$ cat src/design/complex_arithmetic_unit_defines.svh
// ----------------------------------------------------------------------------
// complex arithmetic unit assertion macros
// shared property forms, clocked on clock and disabled during reset
// ----------------------------------------------------------------------------
`ifndef COMPLEX_ARITHMETIC_UNIT_DEFINES_SVH
`define COMPLEX_ARITHMETIC_UNIT_DEFINES_SVH

// same-cycle implication
`define CAU_ASSERT_IMPLY(label, ante, cons, msg) \
   label: assert property (@(posedge clock) disable iff (reset) (ante) |-> (cons)) \
      else $error(msg);

// next-cycle implication, antecedent may be a sequence
`define CAU_ASSERT_NEXT(label, ante, cons, msg) \
   label: assert property (@(posedge clock) disable iff (reset) (ante) |=> (cons)) \
      else $error(msg);

`endif

$ cat src/design/cau_pkg.sv
// ----------------------------------------------------------------------------
// cau_pkg
// widths, opcodes, word types and pipeline stage types of the complex alu
// ----------------------------------------------------------------------------
package cau_pkg;

   localparam int DATA_WIDTH = 32;
   localparam int FRAC_BITS  = 16;
   localparam int PW         = 2 * DATA_WIDTH;       // product width
   localparam int SW         = PW + 1;               // sum / magnitude width
   localparam int RW         = SW;                   // divider remainder width
   localparam int NW         = SW + FRAC_BITS;       // scaled numerator width
   localparam int N_STEP     = DATA_WIDTH;           // quotient / root bits

   localparam logic [2:0] OP_ADD   = 3'd0;
   localparam logic [2:0] OP_SUB   = 3'd1;
   localparam logic [2:0] OP_MUL   = 3'd2;
   localparam logic [2:0] OP_DIV   = 3'd3;
   localparam logic [2:0] OP_CONJ  = 3'd4;
   localparam logic [2:0] OP_SCALE = 3'd5;
   localparam logic [2:0] OP_MAG   = 3'd6;

   localparam logic [SW-1:0] POS_LIM = (SW'(1) << (DATA_WIDTH - 1)) - SW'(1);
   localparam logic [SW-1:0] NEG_LIM = SW'(1) << (DATA_WIDTH - 1);
   localparam logic signed [DATA_WIDTH-1:0] RES_MAX = DATA_WIDTH'(POS_LIM);
   localparam logic signed [DATA_WIDTH-1:0] RES_MIN = DATA_WIDTH'(NEG_LIM);

   typedef struct packed {
      logic [2:0]                   opcode;
      logic signed [DATA_WIDTH-1:0] a_re;
      logic signed [DATA_WIDTH-1:0] a_im;
      logic signed [DATA_WIDTH-1:0] b_re;
      logic signed [DATA_WIDTH-1:0] b_im;
      logic signed [DATA_WIDTH-1:0] scale;
   } req_type;

   typedef struct packed {
      logic signed [DATA_WIDTH-1:0] result_re;
      logic signed [DATA_WIDTH-1:0] result_im;
      logic                         overflow;
      logic                         divide_by_zero;
   } rsp_type;

   typedef struct packed {
      logic                         valid;
      logic [2:0]                   op;
      logic signed [PW-1:0]         p0;
      logic signed [PW-1:0]         p1;
      logic signed [PW-1:0]         p2;
      logic signed [PW-1:0]         p3;
      logic signed [PW-1:0]         p4;
      logic signed [PW-1:0]         p5;
      logic signed [DATA_WIDTH:0]   lin_re;
      logic signed [DATA_WIDTH:0]   lin_im;
   } mul_type;

   typedef struct packed {
      logic                 valid;
      logic [2:0]           op;
      logic                 dz;
      logic signed [SW-1:0] re_val;
      logic signed [SW-1:0] im_val;
      logic [PW-1:0]        sq;
   } cmb_type;

   typedef struct packed {
      logic          valid;
      logic [2:0]    op;
      logic          dz;
      logic          neg_re;
      logic          neg_im;
      logic [SW-1:0] mag_re;
      logic [SW-1:0] mag_im;
      logic [PW-1:0] sq;
   } sm_type;

   // iteration stage word; magnitude reuses den as radicand shift register,
   // rem_re as root remainder and nb_re as partial root
   typedef struct packed {
      logic                  valid;
      logic [2:0]            op;
      logic                  dz;
      logic                  neg_re;
      logic                  neg_im;
      logic                  big_re;
      logic                  big_im;
      logic [RW-1:0]         rem_re;
      logic [RW-1:0]         rem_im;
      logic [DATA_WIDTH-1:0] nb_re;
      logic [DATA_WIDTH-1:0] nb_im;
      logic [PW-1:0]         den;
   } it_type;

   typedef struct packed {
      logic                  valid;
      logic                  neg_re;
      logic                  neg_im;
      logic [DATA_WIDTH:0]   m_re;
      logic [DATA_WIDTH:0]   m_im;
      logic                  ovf;
      logic                  dz;
   } fin_type;

   function automatic logic signed [DATA_WIDTH:0] ext_d1(
      input logic signed [DATA_WIDTH-1:0] v);
      return {v[DATA_WIDTH-1], v};
   endfunction

   function automatic logic signed [PW-1:0] ext_d2(
      input logic signed [DATA_WIDTH-1:0] v);
      return {{DATA_WIDTH{v[DATA_WIDTH-1]}}, v};
   endfunction

   function automatic logic signed [SW-1:0] ext_p(input logic signed [PW-1:0] v);
      return {v[PW-1], v};
   endfunction

   function automatic logic signed [SW-1:0] ext_l(
      input logic signed [DATA_WIDTH:0] v);
      return {{(SW - DATA_WIDTH - 1){v[DATA_WIDTH]}}, v};
   endfunction

endpackage

$ cat src/design/cau_sm.sv
// ----------------------------------------------------------------------------
// cau_sm
// sign-magnitude conversion with truncating shift, then divider setup
// ----------------------------------------------------------------------------
module cau_sm import cau_pkg::*; (
   input  logic    clock,
   input  logic    reset,
   input  logic    en,
   input  cmb_type cmb,
   output it_type  it_out
);

   sm_type sm_in, sm_ff;
   it_type it_in, it_ff;
   logic [SW-1:0] abs_re, abs_im;
   logic [NW-1:0] n_re, n_im;
   logic [RW-1:0] rem0_re, rem0_im, den_x;
   logic          shift_op;

   always_comb begin
      abs_re   = cmb.re_val[SW-1] ? SW'(-cmb.re_val) : SW'(cmb.re_val);
      abs_im   = cmb.im_val[SW-1] ? SW'(-cmb.im_val) : SW'(cmb.im_val);
      shift_op = (cmb.op == OP_MUL) || (cmb.op == OP_SCALE);
      sm_in.valid  = cmb.valid;
      sm_in.op     = cmb.op;
      sm_in.dz     = cmb.dz;
      sm_in.neg_re = cmb.re_val[SW-1];
      sm_in.neg_im = cmb.im_val[SW-1];
      sm_in.mag_re = shift_op ? (abs_re >> FRAC_BITS) : abs_re;
      sm_in.mag_im = shift_op ? (abs_im >> FRAC_BITS) : abs_im;
      sm_in.sq     = cmb.sq;
   end

   // numerator scaled by the fraction bits; its top part seeds the remainder
   always_comb begin
      n_re    = NW'(sm_ff.mag_re) << FRAC_BITS;
      n_im    = NW'(sm_ff.mag_im) << FRAC_BITS;
      rem0_re = RW'(n_re >> DATA_WIDTH);
      rem0_im = RW'(n_im >> DATA_WIDTH);
      den_x   = RW'(sm_ff.sq);

      it_in.valid  = sm_ff.valid;
      it_in.op     = sm_ff.op;
      it_in.dz     = sm_ff.dz;
      it_in.neg_re = sm_ff.neg_re;
      it_in.neg_im = sm_ff.neg_im;
      it_in.den    = sm_ff.sq;
      case (sm_ff.op)
         OP_DIV: begin
            it_in.rem_re = rem0_re;
            it_in.rem_im = rem0_im;
            it_in.nb_re  = DATA_WIDTH'(n_re);
            it_in.nb_im  = DATA_WIDTH'(n_im);
            it_in.big_re = (rem0_re >= den_x);
            it_in.big_im = (rem0_im >= den_x);
         end
         OP_MAG: begin
            it_in.rem_re = '0;
            it_in.rem_im = '0;
            it_in.nb_re  = '0;
            it_in.nb_im  = '0;
            it_in.big_re = 1'b0;
            it_in.big_im = 1'b0;
         end
         default: begin
            it_in.rem_re = sm_ff.mag_re;
            it_in.rem_im = sm_ff.mag_im;
            it_in.nb_re  = '0;
            it_in.nb_im  = '0;
            it_in.big_re = 1'b0;
            it_in.big_im = 1'b0;
         end
      endcase
   end

   always_ff @(posedge clock) begin
      if (reset) begin
         sm_ff.valid <= 1'b0;
         it_ff.valid <= 1'b0;
      end else if (en) begin
         sm_ff <= sm_in;
         it_ff <= it_in;
      end
   end

   assign it_out = it_ff;

endmodule

$ cat config.mk
export PLATFORM = sky130hd
export DESIGN_NAME = cau_sm
export DESIGN_NICKNAME = d
export VERILOG_FILES = /design/src/design/complex_arithmetic_unit_defines.svh /design/src/design/cau_pkg.sv /design/src/design/cau_sm.sv
export SDC_FILE = /design/constraint.sdc
export NUM_CORES = 1
export LEC_CHECK = 0
export BUFFER_PORTS_ARGS = -buffer_cell sky130_fd_sc_hd__buf_2
export CAP_MARGIN = 5
export CORE_ASPECT_RATIO = 1.25
export CORE_UTILIZATION = 35
export CTS_CLUSTER_DIAMETER = 40
export DETAILED_ROUTE_END_ITERATION = 7
export HOLD_SLACK_MARGIN = 0.05
export SETUP_SLACK_MARGIN = 0.02
export SYNTH_ARGS = -nofsm -noshare
export SYNTH_HDL_FRONTEND = slang
export SYNTH_SLANG_ARGS = --single-unit
$ cat constraint.sdc
create_clock -name clock -period 28.9 [get_ports clock]
set_input_delay 2.89 -clock clock [delete_from_list [all_inputs] [get_ports clock]]
set_output_delay 2.89 -clock clock [all_outputs]
set_load 0.05 [all_outputs]
==> summary.md <==
| Metric | Value |
|---|---|
| Antenna viol nets, final | `0` |
| Full die area | `0.0619 mm²` |
| Number of CTS-inserted buffers | `69` |
| Hold Crit Class | `register to register` |
| Hold_buf cts | `0` |
| Post-synth ARST share | `0%` |
| Peak supply drop | `0.0399 mV` |
| Final Non-Filler Cells | `2911` |
| All-layer global routing usage | `23.5%` |
| Placer Congestion | `0.912` |
| Clk_skew | `0.0306 ns` |
| Io pins | `469` |
| Post-synth EDFFs | `434` |
| Starting Density | `35.6%` |
| Clock sink count | `436` |
| First-pass GRT wire length | `105 mm` |
| Die Span Y | `278 µm` |
| Cells on Worst Hold Path | `0` |
| Clock insertion delay at the later pin of the skew report | `0.63 ns` |
| YS warnings | `0` |
| Worst EP arrival | `5.92 ns` |
| P&R area growth vs syn | `24.8%` |
| Reg2reg path depth | `7` |
| Pin count of the biggest net entering global routing | `95` |
| Final nets | `2387` |
| Vias in the first global route | `15300` |
| Rel. slew slack | `25.5%` |
| Syn Area/Cell | `13.0 µm²` |
| IO buf count | `436` |
| Worst Path Max Fanout | `81` |
| DRC Markers | `0` |
| Achievable Freq | `176 MHz` |
| Main area contributors after synthesis | `edfxtp_1, ha_1, a22o_1` |
| Period Utilization, post-route | `19.6%` |
| Drt total wl | `74.2 mm` |
| Netlist cell types | `65` |
| CTS tree | `done` |
| Post-Syn Instances | `1636` |
| Fillers | `5533` |
| Clk slew on worst S/H paths | `0.06 ns` |
| CTS H-tree depth | `3` |
| Critical Path RT | `29.14 ns` |
| Initial antenna violation count | `8` |
| Post-CTS Setup Inserts | `0` |
| Placed cells | `2779` |
| Unrepaired setup endpoints after global routing | `false` |
| Routed vias/inst | `5.34` |
| Tmin final | `5.68 ns` |
| Max cap viols | `0` |
| Power density cells | `70.7 mW/mm²` |
| DRT iter0 DRCs | `1186` |
| Total global routing overflow | `0` |
| Critical path startpoint category | `input pin` |
| Ys flop type | `edfxtp_1` |
| Final slew viol count | `0` |
| WL/cell | `25.5 µm` |
| Yosys top cell by area | `edfxtp_1` |
| Crit. End Element | `register` |
| Chip Width | `223 µm` |
| Leakage | `10.7 nW` |
| Most common cell in the netlist | `edfxtp_1` |
| Setup_tns | `0 ns` |
| #FFs+latches synth | `436` |
| DR pass1 iterations | `7` |
| Synth cell count leaders | `edfxtp_1, ha_1, a22o_1, xor2_1, nor2_1` |
| Resized Gates After CTS | `0` |
| Setup CP Type | `input pin to register` |
| Routed vias | `15600` |
| Row cnt | `100` |
| Hpwl dp | `56.7 mm` |
| Root Driver | `clkbuf_16` |
| Worst slew pin tran | `1.11 ns` |
| Area share of the largest cell type after synthesis | `61.2%` |
| Status | `finished, final reports clean` |
| Core ar. | `0.0598 mm²` |
| Sequential share of the synthesized area | `61.3%` |
| Post-Syn Area | `0.0213 mm²` |
| Max Root-Sink Buffers | `3` |
| Setup violations, final | `0` |
| Layout cells sized above 1 | `27.3%` |
| Hold Violations, Final | `0` |
## power breakdown
part | internal [mW] | switching, mW
logic | 0.0776 | 0.169
clock network | 0.511 | 0.339
registers | 0.749 | 0.0351
## layout by cell type (no fill, tap or decap), types with 4 or more instances in the layout
| cell type | count |
|---|---|
| a21o_1 | 19 |
| a21oi_1 | 75 |
| a22o_1 | 98 |
| and2_1 | 66 |
| and3_1 | 4 |
| buf_2 | 436 |
| buf_4 | 14 |
| bufinv_16 | 6 |
| clkbuf_1 | 4 |
| clkbuf_16 | 69 |
| clkinv_1 | 7 |
| clkinv_2 | 4 |
| clkinv_4 | 4 |
| conb_1 | 32 |
| diode_2 | 7 |
| edfxtp_1 | 434 |
| ha_1 | 100 |
| inv_1 | 59 |
| inv_6 | 14 |
| inv_8 | 6 |
| mux2i_1 | 63 |
| nand2_1 | 83 |
| nand2b_1 | 5 |
| nand3_1 | 23 |
| nand4_1 | 26 |
| nor2_1 | 90 |
| nor2b_1 | 5 |
| nor3_1 | 23 |
| nor4_1 | 22 |
| o211ai_1 | 6 |
| o21ai_0 | 60 |
| o31ai_1 | 29 |
| o41ai_1 | 18 |
| or2_2 | 6 |
| or3_1 | 23 |
| or4_1 | 22 |
| xnor2_1 | 29 |
| xor2_1 | 94 |
## worst max-delay path: stages
cell     delay, ns
buf_2         0.12
nor2b_4       0.14
buf_4         0.77
buf_4         0.93
buf_4         0.89
## flip-flops by register name (all words and copies together), names as in the netlist
name	count
n_im	65
n_re	65
it_in	7
it_out	235
den_x	64
## cell families (layout without fill, tap and decap cells)
group / count (synthesis) / count (layout) / share of synthesized area [%]
flops: 436 / 436 / 61.3
compound gates: 336 / 336 / 11.1
mux: 63 / 63 / 2.96
buf+inv: 162 / 634 / 3.46
xor+xnor: 123 / 123 / 5.05
other cells: 1 / 39 / 0.0176
simple gates: 415 / 415 / 10.2
fa+ha+maj: 100 / 100 / 5.87
## worst paths after layout
| check | end | slack, ns | from |
|---|---|---|---|
| min reg2reg | it_out[260]$_DFFE_PP_ | 0.42 | it_in[260]$_DFFE_PP_ |
| max | it_out[254]$_DFFE_PP_ | 23.22 | en |
| min | it_out[260]$_DFFE_PP_ | 0.42 | it_in[260]$_DFFE_PP_ |
| max reg2reg | it_out[259]$_DFFE_PP_ | 26.18 | n_re[58]$_DFFE_PP_ |
## routing by layer
layer	GRT usage, %	wire (µm)	share of wire, %	up-vias
met2	39.4	36200	49	676
met3	4.70	4760	6.4	138
met5	0	0	0	-
li1	-	-	-	7098
met4	11.7	3280	4.4	0
met1	28.8	29900	40	7640
## per-stage QoR
stage                     setup WS, ns  cell area (µm²)  hold WS (ns)  util (%)  total power, mW
after floorplan                   5.55            21400         0.400         -            0.962
after global placement           22.72            24200         0.401      40.4             1.04
after detailed placement         22.61            24200         0.412      40.4             1.04
after CTS                        23.27            26600         0.426      44.5             1.90
after global routing             23.01            26600         0.446      44.5             1.94
final                            23.22            26600         0.420      44.5             1.88
## cell type report
| class | count | area, µm² | share of cell area [%] |
|---|---|---|---|
| flip-flops and latches | 436 | 13100 | 49.1 |
| multi-input cells | 1069 | 7650 | 28.8 |
| well taps | 765 | 957 | 3.60 |
| diodes | 7 | 17.5 | 0.0658 |
| clock buffers | 73 | 1740 | 6.55 |
| clock inverters | 52 | 653 | 2.46 |
| inverters | 59 | 221 | 0.832 |
| repair buffers | 450 | 2290 | 8.60 |
Note: power is estimated with default switching activity, not from simulation.
