`config.mk`:
```
export PLATFORM = sky130hd
export DESIGN_NAME = cau_out
export DESIGN_NICKNAME = d
export VERILOG_FILES = /design/src/design/complex_arithmetic_unit_defines.svh /design/src/design/cau_pkg.sv /design/src/design/cau_out.sv
export SDC_FILE = /design/constraint.sdc
export NUM_CORES = 1
export LEC_CHECK = 0
export BUFFER_PORTS_ARGS = -buffer_cell sky130_fd_sc_hd__buf_2
export CAP_MARGIN = 5
export CORE_ASPECT_RATIO = 1.25
export CORE_UTILIZATION = 50
export DETAILED_ROUTE_END_ITERATION = 16
export PLACE_DENSITY = 0.94
export REMOVE_ABC_BUFFERS = 1
export SYNTH_ARGS = -nofsm -noshare
export SYNTH_HDL_FRONTEND = slang
export SYNTH_SLANG_ARGS = --single-unit
```
`constraint.sdc`:
```
create_clock -name clock -period 10.25 [get_ports clock]
set_input_delay 2.05 -clock clock [delete_from_list [all_inputs] [get_ports clock]]
set_output_delay 2.05 -clock clock [all_outputs]
set_load 0.02 [all_outputs]
```
`src/design/complex_arithmetic_unit_defines.svh`:
```
// ----------------------------------------------------------------------------
// complex arithmetic unit assertion macros
// shared property forms, clocked on clock and disabled during reset
// ----------------------------------------------------------------------------
`ifndef COMPLEX_ARITHMETIC_UNIT_DEFINES_SVH
`define COMPLEX_ARITHMETIC_UNIT_DEFINES_SVH

// same-cycle implication
`define CAU_ASSERT_IMPLY(label, ante, cons, msg) \
   label: assert property (@(posedge clock) disable iff (reset) (ante) |-> (cons)) \
      else $error(msg);

// next-cycle implication, antecedent may be a sequence
`define CAU_ASSERT_NEXT(label, ante, cons, msg) \
   label: assert property (@(posedge clock) disable iff (reset) (ante) |=> (cons)) \
      else $error(msg);

`endif

```
`src/design/cau_pkg.sv`:
```
// ----------------------------------------------------------------------------
// cau_pkg
// widths, opcodes, word types and pipeline stage types of the complex alu
// ----------------------------------------------------------------------------
package cau_pkg;

   localparam int DATA_WIDTH = 32;
   localparam int FRAC_BITS  = 16;
   localparam int PW         = 2 * DATA_WIDTH;       // product width
   localparam int SW         = PW + 1;               // sum / magnitude width
   localparam int RW         = SW;                   // divider remainder width
   localparam int NW         = SW + FRAC_BITS;       // scaled numerator width
   localparam int N_STEP     = DATA_WIDTH;           // quotient / root bits

   localparam logic [2:0] OP_ADD   = 3'd0;
   localparam logic [2:0] OP_SUB   = 3'd1;
   localparam logic [2:0] OP_MUL   = 3'd2;
   localparam logic [2:0] OP_DIV   = 3'd3;
   localparam logic [2:0] OP_CONJ  = 3'd4;
   localparam logic [2:0] OP_SCALE = 3'd5;
   localparam logic [2:0] OP_MAG   = 3'd6;

   localparam logic [SW-1:0] POS_LIM = (SW'(1) << (DATA_WIDTH - 1)) - SW'(1);
   localparam logic [SW-1:0] NEG_LIM = SW'(1) << (DATA_WIDTH - 1);
   localparam logic signed [DATA_WIDTH-1:0] RES_MAX = DATA_WIDTH'(POS_LIM);
   localparam logic signed [DATA_WIDTH-1:0] RES_MIN = DATA_WIDTH'(NEG_LIM);

   typedef struct packed {
      logic [2:0]                   opcode;
      logic signed [DATA_WIDTH-1:0] a_re;
      logic signed [DATA_WIDTH-1:0] a_im;
      logic signed [DATA_WIDTH-1:0] b_re;
      logic signed [DATA_WIDTH-1:0] b_im;
      logic signed [DATA_WIDTH-1:0] scale;
   } req_type;

   typedef struct packed {
      logic signed [DATA_WIDTH-1:0] result_re;
      logic signed [DATA_WIDTH-1:0] result_im;
      logic                         overflow;
      logic                         divide_by_zero;
   } rsp_type;

   typedef struct packed {
      logic                         valid;
      logic [2:0]                   op;
      logic signed [PW-1:0]         p0;
      logic signed [PW-1:0]         p1;
      logic signed [PW-1:0]         p2;
      logic signed [PW-1:0]         p3;
      logic signed [PW-1:0]         p4;
      logic signed [PW-1:0]         p5;
      logic signed [DATA_WIDTH:0]   lin_re;
      logic signed [DATA_WIDTH:0]   lin_im;
   } mul_type;

   typedef struct packed {
      logic                 valid;
      logic [2:0]           op;
      logic                 dz;
      logic signed [SW-1:0] re_val;
      logic signed [SW-1:0] im_val;
      logic [PW-1:0]        sq;
   } cmb_type;

   typedef struct packed {
      logic          valid;
      logic [2:0]    op;
      logic          dz;
      logic          neg_re;
      logic          neg_im;
      logic [SW-1:0] mag_re;
      logic [SW-1:0] mag_im;
      logic [PW-1:0] sq;
   } sm_type;

   // iteration stage word; magnitude reuses den as radicand shift register,
   // rem_re as root remainder and nb_re as partial root
   typedef struct packed {
      logic                  valid;
      logic [2:0]            op;
      logic                  dz;
      logic                  neg_re;
      logic                  neg_im;
      logic                  big_re;
      logic                  big_im;
      logic [RW-1:0]         rem_re;
      logic [RW-1:0]         rem_im;
      logic [DATA_WIDTH-1:0] nb_re;
      logic [DATA_WIDTH-1:0] nb_im;
      logic [PW-1:0]         den;
   } it_type;

   typedef struct packed {
      logic                  valid;
      logic                  neg_re;
      logic                  neg_im;
      logic [DATA_WIDTH:0]   m_re;
      logic [DATA_WIDTH:0]   m_im;
      logic                  ovf;
      logic                  dz;
   } fin_type;

   function automatic logic signed [DATA_WIDTH:0] ext_d1(
      input logic signed [DATA_WIDTH-1:0] v);
      return {v[DATA_WIDTH-1], v};
   endfunction

   function automatic logic signed [PW-1:0] ext_d2(
      input logic signed [DATA_WIDTH-1:0] v);
      return {{DATA_WIDTH{v[DATA_WIDTH-1]}}, v};
   endfunction

   function automatic logic signed [SW-1:0] ext_p(input logic signed [PW-1:0] v);
      return {v[PW-1], v};
   endfunction

   function automatic logic signed [SW-1:0] ext_l(
      input logic signed [DATA_WIDTH:0] v);
      return {{(SW - DATA_WIDTH - 1){v[DATA_WIDTH]}}, v};
   endfunction

endpackage

```
`src/design/cau_out.sv`:
```
// ----------------------------------------------------------------------------
// cau_out
// result selection and saturation, then the signed output register
// ----------------------------------------------------------------------------
module cau_out import cau_pkg::*; (
   input  logic    clock,
   input  logic    reset,
   input  logic    en,
   input  it_type  it_d,
   output logic    rsp_valid,
   output rsp_type rsp
);

   fin_type       fin_in, fin_ff;
   rsp_type       rsp_in, rsp_ff;
   logic          rsp_valid_ff;
   logic [SW-1:0] m_re, m_im, lim_re, lim_im;
   logic          neg_re, neg_im, big_re, big_im, ovf_re, ovf_im;
   logic [DATA_WIDTH:0] v_re, v_im;

   always_comb begin
      neg_re = it_d.neg_re;
      neg_im = it_d.neg_im;
      big_re = 1'b0;
      big_im = 1'b0;
      case (it_d.op)
         OP_DIV: begin
            m_re   = SW'(it_d.nb_re);
            m_im   = SW'(it_d.nb_im);
            big_re = it_d.big_re;
            big_im = it_d.big_im;
         end
         OP_MAG: begin
            m_re   = SW'(it_d.nb_re);
            m_im   = '0;
            neg_re = 1'b0;
            neg_im = 1'b0;
         end
         default: begin
            m_re = it_d.rem_re;
            m_im = it_d.rem_im;
         end
      endcase
      if (it_d.dz) begin
         m_re   = '0;
         m_im   = '0;
         neg_re = 1'b0;
         neg_im = 1'b0;
         big_re = 1'b0;
         big_im = 1'b0;
      end
      lim_re = neg_re ? NEG_LIM : POS_LIM;
      lim_im = neg_im ? NEG_LIM : POS_LIM;
      ovf_re = big_re || (m_re > lim_re);
      ovf_im = big_im || (m_im > lim_im);

      fin_in.valid  = it_d.valid;
      fin_in.neg_re = neg_re;
      fin_in.neg_im = neg_im;
      fin_in.m_re   = (DATA_WIDTH + 1)'(ovf_re ? lim_re : m_re);
      fin_in.m_im   = (DATA_WIDTH + 1)'(ovf_im ? lim_im : m_im);
      fin_in.ovf    = ovf_re || ovf_im;
      fin_in.dz     = it_d.dz;
   end

   always_comb begin
      v_re = fin_ff.neg_re ? (~fin_ff.m_re + (DATA_WIDTH + 1)'(1)) : fin_ff.m_re;
      v_im = fin_ff.neg_im ? (~fin_ff.m_im + (DATA_WIDTH + 1)'(1)) : fin_ff.m_im;
      rsp_in.result_re      = v_re[DATA_WIDTH-1:0];
      rsp_in.result_im      = v_im[DATA_WIDTH-1:0];
      rsp_in.overflow       = fin_ff.ovf;
      rsp_in.divide_by_zero = fin_ff.dz;
   end

   always_ff @(posedge clock) begin
      if (reset) begin
         fin_ff.valid <= 1'b0;
         rsp_valid_ff <= 1'b0;
      end else if (en) begin
         fin_ff       <= fin_in;
         rsp_ff       <= rsp_in;
         rsp_valid_ff <= fin_ff.valid;
      end
   end

   assign rsp_valid = rsp_valid_ff;
   assign rsp       = rsp_ff;

endmodule

```
==> results of run 1 <==
## cells by family after synthesis
family | Yosys count | share of synthesized area
AO/OA/AOI/OAI | 166 | 0.1425
AND/OR/NAND/NOR | 187 | 0.1143
multiplexers | 66 | 0.08231
XOR/XNOR | 61 | 0.06288
adder cells (fa/ha/maj) | 66 | 0.09719
flip-flops | 136 | 0.4783
buffers and inverters | 48 | 0.02253
## power groups by stage
stage	registers (W)	logic [W]	clock network, W
6_report	0.000711	0.000304	0.000586
5_1_grt	0.000714	0.000332	0.000615
4_1_cts	0.000709	0.000302	0.000593
3_5_place_dp	0.000720	0.000298	0
3_3_place_gp	0.000716	0.000283	0
2_1_floorplan	0.000734	0.000171	0
## cell type report
| cell class | count | area (µm²) |
|---|---|---|
| clock buffer | 17 | 425.4 |
| sequential | 136 | 4064 |
| clock inverter | 15 | 155.1 |
| tap | 216 | 270.3 |
| fill | 1195 | 5736 |
| inverter | 12 | 45.04 |
| multi-input combinational | 546 | 4272 |
| timing repair buffer | 281 | 1429 |
## critical path, cell delays in order
cell,delay [ns]
buf_2,0.08
buf_4,0.53
a31oi_1,0.12
and2_1,0.20
buf_4,0.25
inv_1,0.69
ha_1,0.40
a221o_1,0.35
or4_1,0.45
o22ai_2,0.49
buf_4,0.41
mux2_2,0.40
## final timing paths
check                 start    endpoint  slack (ns)  cells after the start
setup / recovery  it_d[262]  fin_ff[22]        3.98                     12
hold / removal    fin_ff[0]      rsp[0]        0.42                      0
setup reg to reg  fin_ff[6]     rsp[32]        7.23                      7
hold reg to reg   fin_ff[0]      rsp[0]        0.42                      0
## metal layers
layer | vias up | share of wire
met5 | - | 0
li1 | 3400 | -
met4 | 0 | 0.032
met1 | 3368 | 0.38
met3 | 62 | 0.078
met2 | 399 | 0.51
## synth_stat cells, types with 12 or more instances
library cell / instances
a21oi_1: 24
a22o_1: 31
clkbuf_1: 28
edfxtp_1: 134
ha_1: 66
inv_1: 12
mux2_2: 31
mux2i_1: 35
nand2_1: 42
nand3_1: 16
nand4_1: 15
nor2_1: 47
nor4_1: 19
o21ai_0: 27
o31ai_1: 45
xnor2_1: 60
## metrics by stage
stage	worst slack [ns]	instance area (µm²)
after floorplan	1.608	8351
after global placement	3.744	10080
after detailed placement	3.607	10080
after CTS	4.039	10660
after global routing	3.717	10660
final	3.980	10660
## sequential cells by signal, summed over array words and instances (netlist names)
signal	flops
rsp_valid	1
rsp	66
fin_ff	69
==> summary.md, run 1 <==
| Metric | Value |
|---|---|
| TritonCTS clock tree | built |
| Worst Path Arrival | between 6 and 7 ns |
| Worst vdd ir | approximately 150 µV |
| Crit path max fanout | 66 |
| Clk Tree Root Cell | clkbuf_16 |
| # DRC | 0 |
| Switching part of the total power | 0.2916 |
| #FFs+latches synth | 136 |
| Worst-margin pin slew | around 1.2 ns |
| Layer with the highest usage | met2 |
| Max-slew violation count | 0 |
| Final Cycle Share | 0.6117 |
| Initial DRC Count | between 600 and 700 |
| Die height | between 100 and 150 µm |
| Seq/Total Area, Yosys | 0.4783 |
| M1 GR Usage | 0.3020 |
| Core area | 0.01640 mm² |
| Clock Tree Buf Depth | 2 |
| # Max-Cap Violations | 0 |
| Global route overflow | 0 |
| Mean post-synth cell area | 11.64 µm² |
| Top cell type's share of synthesized area | 0.4736 |
| Synth cell types | 58 |
| H-tree depth | 4 |
| Synth Instances | 730 |
| Final wirelength | between 20000 and 25000 µm |
| Crit Path Class | in -> reg |
| Required time of the critical path | roughly 10 ns |
| Startpoint class of the critical path | input pin |
| Gate power share | 0.190 |
| Cts repair resizes | 0 |
| Area contributors post-synth | edfxtp_1, ha_1, xnor2_1, mux2i_1, mux2_2 |
| Postcts setup bufs | 0 |
| Internal Power | about 0.0011 W |
| PwrDens | 150.1 mW/mm² |
| Placed cell count | between 1000 and 1500 |
| CP Capture Type | flip-flop |
| Share of total power in sequential cells | 0.444 |
| Total global routing track utilization | 0.2534 |
| DRT antenna net count | 0 |
| Rel. slew slack | 0.2155 |
| Worst hold path type | reg -> reg |
| DRT Pass-1 Iters | 8 |
| M2 GR Usage | 0.4512 |
| Initial Util | 0.5182 |
| Final Hold Viols | 0 |
| Initial antenna violation count | 0 |
| Vias in the first global route | around 7000 |
| TritonCTS buffer count | 17 |
| Ys async rst share | 0 |
| Vias per Instance | between 5 and 6 |
| Sum of negative setup slack | 0 ns |
| # IOs | around 340 |
| Port bufs | roughly 270 |
| Min Tclk post-route | 6.270 ns |
| Ys flop type | edfxtp_1 |
| Full die area | ~0.018 mm² |
| Worst skew pair latency | 0.43 ns |
| Total number of vias | 7229 |
| First-pass GRT wire length | between 30000 and 40000 µm |
| Most frequent cells in the layout | buf_2, edfxtp_1, ha_1 |
| WL/cell | 18.06 µm |
| Worst-path clk slew | 0.07 ns |
| EDFF count, synth | ~130 |
| Max Clk Rate | 0.1595 GHz |
| Chip width | 118.6 µm |
| Final cell count without fillers | around 1200 |
| Switching Power | between 0.0004 and 0.0005 W |
| N_diodes | 0 |
| Status | completed |
| Layout cell share with drive strength beyond 1 | 0.3625 |
| Final Core Density | 0.6502 |
| Largest net degree at the start of global routing | 71 |
| Clock power frac | 0.366 |
| Final total power | 0.001601 W |
| Final net count | 1330 |
| Clock net sink count | about 140 |
| Routability cong. | around 0.9 |
| Clk_skew | roughly 0.012 ns |
| Hold_ws | around 0.42 ns |
| # hold bufs at CTS | 0 |
| Leakage | roughly 4.5 nW |
| Unrepaired setup endpoints after global routing | false |
| Area leader, netlist | edfxtp_1 |
| Met3 Track Usage GR | 0.04167 |
| Synth Warn # | 0 |
| Setup violations, final | 0 |
| Hpwl dp | 16150 µm |
| Area delta synth->final | 25.46% |
| Post-synthesis cell area | 0.008497 mm² |
| Cell Rows | 52 |
| Most common cell after layout, fill and taps aside | buf_2 |
Note: power is estimated with default switching activity, not from simulation.
==> inputs of run 2 (changes only) <==
Clock period 10.25 ns to 6.3 ns, I/O delays scaled along.
==> run 2 against run 1 <==
Die area did not move. Register-to-register slack got worse by 3.9 ns. Hold slack improved by 0.0060 ns. Flip-flop and latch count unchanged. Combinational power rose by 63%. Critical endpoint is now fin_ff[41]. Largest cell class unchanged. Largest power group unchanged.
==> summary.md, run 2 (synthesis gave the netlist of run 1 again) <==
| Metric | Value |
|---|---|
| Worst-path clk slew | 0.07 ns (about the same) |
| Initial Util | 0.5182 (unchanged) |
| Pre-CTS WS | 0.8574 ns (-2.750 ns) |
| Max reg flops | 69 (unchanged) |
| Final wirelength | 22410 µm (+1.4%) |
| Routability cong. | 0.8998 (+1.8%) |
| Share of total power in sequential cells | 0.440 (-0.004) |
| Global route overflow | 0 (unchanged) |
| Final Cycle Share | 0.8062 |
| Switching part of the total power | 0.2932 (+0.001578) |
| Area delta synth->final | 26.17% |
| Vias in the first global route | 7048 (+1.0%) |
| Startpoint class of the critical path | input pin |
| Largest net degree at the start of global routing | 94 (+32%) |
| Min Tclk post-route | between 5 and 6 ns |
| First-pass GRT wire length | 34380 µm (-0.40%) |
| Most frequent cells in the layout | buf_2, edfxtp_1, ha_1 |
| Required time of the critical path | 6.51 ns (-3.91 ns) |
| Port bufs | 272 (unchanged) |
| Multi-input logic area | 0.004272 mm² (unchanged) |
| Max-slew violation count | 0 (unchanged) |
| Total number of vias | 7268 (+0.54%) |
| Critical Path Source | it_d[265] |
| Cts repair resizes | 0 (unchanged) |
| Chip width | 118.6 µm (unchanged) |
| Die height | 147.7 µm (unchanged) |
| Layer with the highest usage | met2 |
| PwrDens | 244.9 mW/mm² (+63%) |
| Worst skew pair latency | 0.41 ns (-0.02 ns) |
| # Max-Cap Violations | 0 (unchanged) |
| CP Capture Type | flip-flop |
| Status | completed |
| # IOs | 337 (unchanged) |
| WL/cell | 18.25 µm (+1.0%) |
| Final net count | 1335 (+0.38%) |
| M2 GR Usage | 0.4497 (-0.001462) |
| Register area | 0.004064 mm² (unchanged) |
| Gate power share | 0.189 (about the same) |
| Met3 Track Usage GR | 0.03897 (-0.002701) |
| H-tree depth | 4 (unchanged) |
| Fillcell total | 1220 (+2.1%) |
| Most common cell after layout, fill and taps aside | buf_2 |
| Final Hold Viols | 0 (unchanged) |
| Setup violations, final | 0 (unchanged) |
| Clock power frac | 0.371 (+0.005) |
| Rel. slew slack | 0.2607 (+0.04518) |
| DRT Pass-1 Iters | 5 (-3) |
| Reg2Reg Setup Slack | 3.29 ns (-3.94 ns) |
| Placed cell count | 1196 (+0.42%) |
| # hold bufs at CTS | 0 (unchanged) |
| Worst-margin pin slew | 1.109 ns (-0.06777 ns) |
| Clock net sink count | 136 (unchanged) |
| Final worst-path setup slack | 1.221 ns (-2.759 ns) |
| Switching Power | 0.0007698 W (+65%) |
| Core area | 0.01640 mm² (unchanged) |
| Vias per Instance | 5.919 (+0.13%) |
| R2R Path Start | fin_ff[43] |
| Worst hold path type | reg -> reg |
| Clk_skew | 0.01106 ns (-0.001189 ns) |
| Internal Power | 0.001856 W (+64%) |
| Layout cell share with drive strength beyond 1 | 0.3656 (+0.003150) |
| FF-to-FF End | rsp[55] |
| Unrepaired setup endpoints after global routing | false |
| Initial DRC Count | 661 (-5.2%) |
| Worst vdd ir | 222.0 µV (+51%) |
| Cell Rows | 52 (unchanged) |
| Final cell count without fillers | 1228 (+0.41%) |
| Crit path max fanout | 31 (-53%) |
| Crit Path Class | in -> reg |
| DRT antenna net count | 0 (unchanged) |
| Clk Tree Root Cell | clkbuf_16 |
| Biggest register | fin_ff |
| Max Clk Rate | around 0.20 GHz |
| Hpwl dp | 16550 µm (+2.5%) |
| Full die area | 0.01752 mm² (unchanged) |
| # DRC | 0 (unchanged) |
| Worst R2R Path Depth | 7 (unchanged) |
| N_diodes | 0 (unchanged) |
| TritonCTS clock tree | built |
| Total global routing track utilization | 0.2524 (-0.001053) |
| Initial antenna violation count | 0 (unchanged) |
| Postcts setup bufs | 0 (unchanged) |
| Worst Path Arrival | 5.29 ns (-1.15 ns) |
| Crit path capture | fin_ff[41] |
| TritonCTS buffer count | 17 (unchanged) |
| Clock Tree Buf Depth | 2 (unchanged) |
| M1 GR Usage | 0.2937 (-0.008322) |
| Leakage | 4.581 nW (+0.85%) |
==> run 2: worst min-delay path by stage <==
stage,slack (ns),startpoint,cells after the start,to
after floorplan,0.40,fin_ff[0],0,rsp[0]
after global placement,0.41,fin_ff[0],0,rsp[0]
after detailed placement,0.42,fin_ff[0],0,rsp[0]
after CTS,0.43,fin_ff[1],0,rsp[1]
after global routing,0.45,fin_ff[0],0,rsp[0]
final,0.43,fin_ff[1],0,rsp[1]
==> run 2: layout make-up <==
| type | count | share of cell area |
|---|---|---|
| flip-flops and latches | 136 | 0.3791 |
| clock inverters | 15 | 0.01657 |
| inverters | 12 | 0.004202 |
| repair buffers | 286 | 0.1368 |
| clock buffers | 17 | 0.03968 |
| well taps | 216 | 0.02521 |
| multi-input cells | 546 | 0.3985 |
==> run 2: metrics by stage <==
| step | instance area, µm² | utilization | TNS, ns | power, W | hold slack [ns] |
|---|---|---|---|---|---|
| floorplan | 8351 | - | -208.01 | 0.001472 | 0.4003 |
| global route | 10720 | 0.6538 | 0 | 0.002725 | 0.4452 |
| global placement | 10120 | 0.6171 | 0 | 0.001630 | 0.4056 |
| finish | 10720 | 0.6538 | 0 | 0.002626 | 0.4268 |
| detailed placement | 10120 | 0.6171 | 0 | 0.001656 | 0.4162 |
| CTS | 10720 | 0.6538 | 0 | 0.002634 | 0.4313 |
==> run 2: layer usage <==
layer / part of all wire / vias up
met5: 0 / -
met4: 0.041 / 0
li1: - / 3407
met3: 0.066 / 75
met2: 0.50 / 425
met1: 0.39 / 3361
==> run 2: power groups by stage <==
stage	Combinational [W]	Sequential [W]	Clock [W]
2_1_floorplan	0.000279	0.00119	0
3_3_place_gp	0.000464	0.00117	0
3_5_place_dp	0.000485	0.00117	0
4_1_cts	0.000493	0.00115	0.000987
5_1_grt	0.000541	0.00116	0.00102
6_report	0.000496	0.00116	0.000974
==> run 2: critical path, cell delays in order <==
cell	delay, ns
buf_2	0.12
xor2_1	0.32
nand2_2	0.41
mux2i_1	0.45
nor2_1	0.08
ha_1	0.33
nand4_1	0.20
nor2_1	0.06
a221o_1	0.33
o41a_1	0.41
o211a_1	0.24
or2_1	0.61
o31ai_1	0.44
==> inputs of run 3 (changes only) <==
Clock period 6.3 ns to 4.75 ns, I/O delays scaled along.
==> run 3 against run 2 <==
Routed wire length fell by 1.5%. Flip-flop and latch count did not move. Clock-buffer cell count unchanged. Setup slack lost 1.0 ns. First-iteration DRC count up 5.7%. Die area did not move. Non-clock buffer count rose by 5. Design area grew 0.82%. Power rose by 34%. Via count fell by 0.40%. Critical endpoint is now fin_ff[43]. Critical path depth increased by 1. Final cell count grew 0.41%.
==> summary.md, run 3 (synthesis gave the netlist of run 1 again) <==
| Metric | Value |
|---|---|
| Status | completed |
| Worst-margin pin slew | 1.017 ns (-0.09167 ns) |
| Worst min-delay path endpoint | rsp[1] |
| Final net count | 1340 (+0.37%) |
| N_diodes | 0 (unchanged) |
| Vias per Instance | 5.871 (-0.80%) |
| Final wirelength | 22060 µm (-1.5%) |
| Postcts setup bufs | 0 (unchanged) |
| Hold path cells | 0 (unchanged) |
| Worst hold path type | reg -> reg |
| # IOs | 337 (unchanged) |
| Setup violations, final | 0 (unchanged) |
| Worst R2R Path Depth | 7 (unchanged) |
| TritonCTS buffer count | 17 (unchanged) |
| Worst vdd ir | 282.5 µV (+27%) |
| Leakage | 4.628 nW (+1.0%) |
| Hold path startpoint | fin_ff[1] |
| Global route overflow | 0 (unchanged) |
| Vias in the first global route | 7073 (+0.35%) |
| Clk_skew | 0.01027 ns (-0.0007883 ns) |
| Biggest register | fin_ff |
| CP Capture Type | flip-flop |
| CP Depth | 14 (+1) |
| Cell family with most CP delay | compound AO/OA/AOI/OAI gates |
| Final worst-path setup slack | 0.1956 ns (-1.025 ns) |
| FF-to-FF End | rsp[32] |
| # hold bufs at CTS | 0 (unchanged) |
| Cts repair resizes | 0 (unchanged) |
| DRT Pass-1 Iters | 5 (unchanged) |
| Initial antenna violation count | 0 (unchanged) |
| Initial DRC Count | 699 (+5.7%) |
| Routability cong. | 0.8940 (-0.64%) |
| Crit Path Class | in -> reg |
| # Max-Cap Violations | 0 (unchanged) |
| Core area | 0.01640 mm² (unchanged) |
| Top Metal Used | met4 |
| Total global routing track utilization | 0.2541 (+0.001767) |
| Most common cell after layout, fill and taps aside | buf_2 |
| WP buf/inv | 2 (+1) |
| CP Cell Sequence | buf_2 -> xor2_1 -> nand2_2 -> mux2i_1 -> nor2_1 -> ha_1 -> nand4_1 -> nor2_1 -> a221o_1 -> o41a_1 -> o211a_1 -> or2_1 -> buf_4 -> o31ai_1 |
| Cell Rows | 52 (unchanged) |
| Largest net degree at the start of global routing | 135 (+44%) |
| Min Tclk post-route | roughly 4.6 ns |
| Crit path max fanout | 25 (-19%) |
| Hpwl dp | 16270 µm (-1.7%) |
| Startpoint class of the critical path | input pin |
| Met3 wire len | 1349 µm (-8.7%) |
| Max stage delay cell, worst path | mux2i_1 |
| Chip width | 118.6 µm (unchanged) |
| DRT antenna net count | 0 (unchanged) |
| Rel. slew slack | 0.3218 (+0.06111) |
| TritonCTS clock tree | built |
| R2R Path Start | fin_ff[6] |
| Max reg flops | 69 (unchanged) |
| H-tree depth | 4 (unchanged) |
| CP most frequent cell | nor2_1 |
| Layout cell share with drive strength beyond 1 | 0.3687 (+0.003119) |
| Required time of the critical path | 4.95 ns (-1.56 ns) |
| Reg2Reg Setup Slack | 1.80 ns (-1.49 ns) |
| Final Hold Viols | 0 (unchanged) |
| Clock net sink count | 136 (unchanged) |
| WL/cell | 17.89 µm (-1.9%) |
| Met1 WL | 8773 µm (+0.38%) |
| Wire length on met2 | 11210 µm (-0.64%) |
| Pre-CTS WS | -0.1159 ns (-0.9733 ns) |
| Worst-path clk slew | 0.06 ns (about the same) |
| Max-slew violation count | 0 (unchanged) |
| Total number of vias | 7239 (-0.40%) |
| Full die area | 0.01752 mm² (unchanged) |
| Most frequent cells in the layout | buf_2, edfxtp_1, ha_1 |
| Clk Tree Root Cell | clkbuf_16 |
| PwrDens | 326.2 mW/mm² (+33%) |
| Initial Util | 0.5182 (unchanged) |
| Worst skew pair latency | 0.42 ns (about the same) |
| Die height | 147.7 µm (unchanged) |
| # DRC | 0 (unchanged) |
| Hold_ws | 0.4268 ns (+0.00002300 ns) |
| Clock Tree Buf Depth | 2 (unchanged) |
| Unrepaired setup endpoints after global routing | false |
| Final Cycle Share | 0.9588 |
| Worst Path Arrival | 4.76 ns (-0.53 ns) |
| First-pass GRT wire length | 34510 µm (+0.40%) |
| Max incr delay on CP | 0.41 ns (-0.20 ns) |
| Max Clk Rate | approximately 0.22 GHz |
| Final Core Density | 0.6592 (+0.005342) |
| Area delta synth->final | 27.20% |
| Port bufs | 272 (unchanged) |
-- run 3: cell count changes in the layout (fill, tap and decap cells not counted) --
cell,delta
clkinvlp_4,-1
clkinv_8,-4
clkinv_4,+3
buf_12,+4
bufinv_16,+1
inv_6,-2
inv_8,+3
buf_4,+1
-- run 3: worst max-delay path by stage --
stage / from / to / slack (ns)
after floorplan: reset / fin_ff[0] / -2.79
after global placement: it_d[263] / fin_ff[43] / 0.03
after detailed placement: it_d[263] / fin_ff[43] / -0.12
after CTS: it_d[263] / fin_ff[43] / 0.24
after global routing: it_d[263] / fin_ff[43] / 0.11
final: it_d[263] / fin_ff[43] / 0.20
-- run 3: worst reg2reg max path, stage by stage (launching register included) --
cell	delay, ns
edfxtp_1	0.48
or4_1	0.62
nor3_1	0.23
nand3_1	0.19
or3_1	0.44
nand2b_1	0.22
o41ai_1	0.34
xnor2_1	0.17
-- run 3: layer usage --
layer	up-vias	global-route usage
met1	3384	0.3015
met3	54	0.03549
met5	-	0
li1	3424	-
met2	377	0.4515
met4	0	0.1241
-- run 3: where the power goes --
group          switching [W]  internal (W)  total (W)
sequential         0.0000774       0.00145    0.00153
combinational       0.000362      0.000306   0.000669
clock               0.000569      0.000756    0.00133
-- run 3: area by class of cell --
type	count	area [µm²]
Clock inverter	15	177.7
Inverter	12	45.04
Sequential cell	136	4064
Multi-Input combinational cell	546	4272
Clock buffer	17	425.4
Timing Repair Buffer	291	1554
Tap cell	216	270.3
Fill cell	1205	5588
-- run 3: per-stage QoR --
| step | setup TNS (ns) | cells | instance area (µm²) | total power, W |
|---|---|---|---|---|
| 6_report | 0 | 1233 | 10810 | 0.003526 |
| 5_1_grt | 0 | 1233 | 10810 | 0.003662 |
| 4_1_cts | 0 | 1233 | 10810 | 0.003539 |
| 3_5_place_dp | -0.1858 | 1201 | 10200 | 0.002207 |
| 3_3_place_gp | 0 | 1201 | 10200 | 0.002173 |
| 2_1_floorplan | -447.97 | 694 | 8351 | 0.001952 |
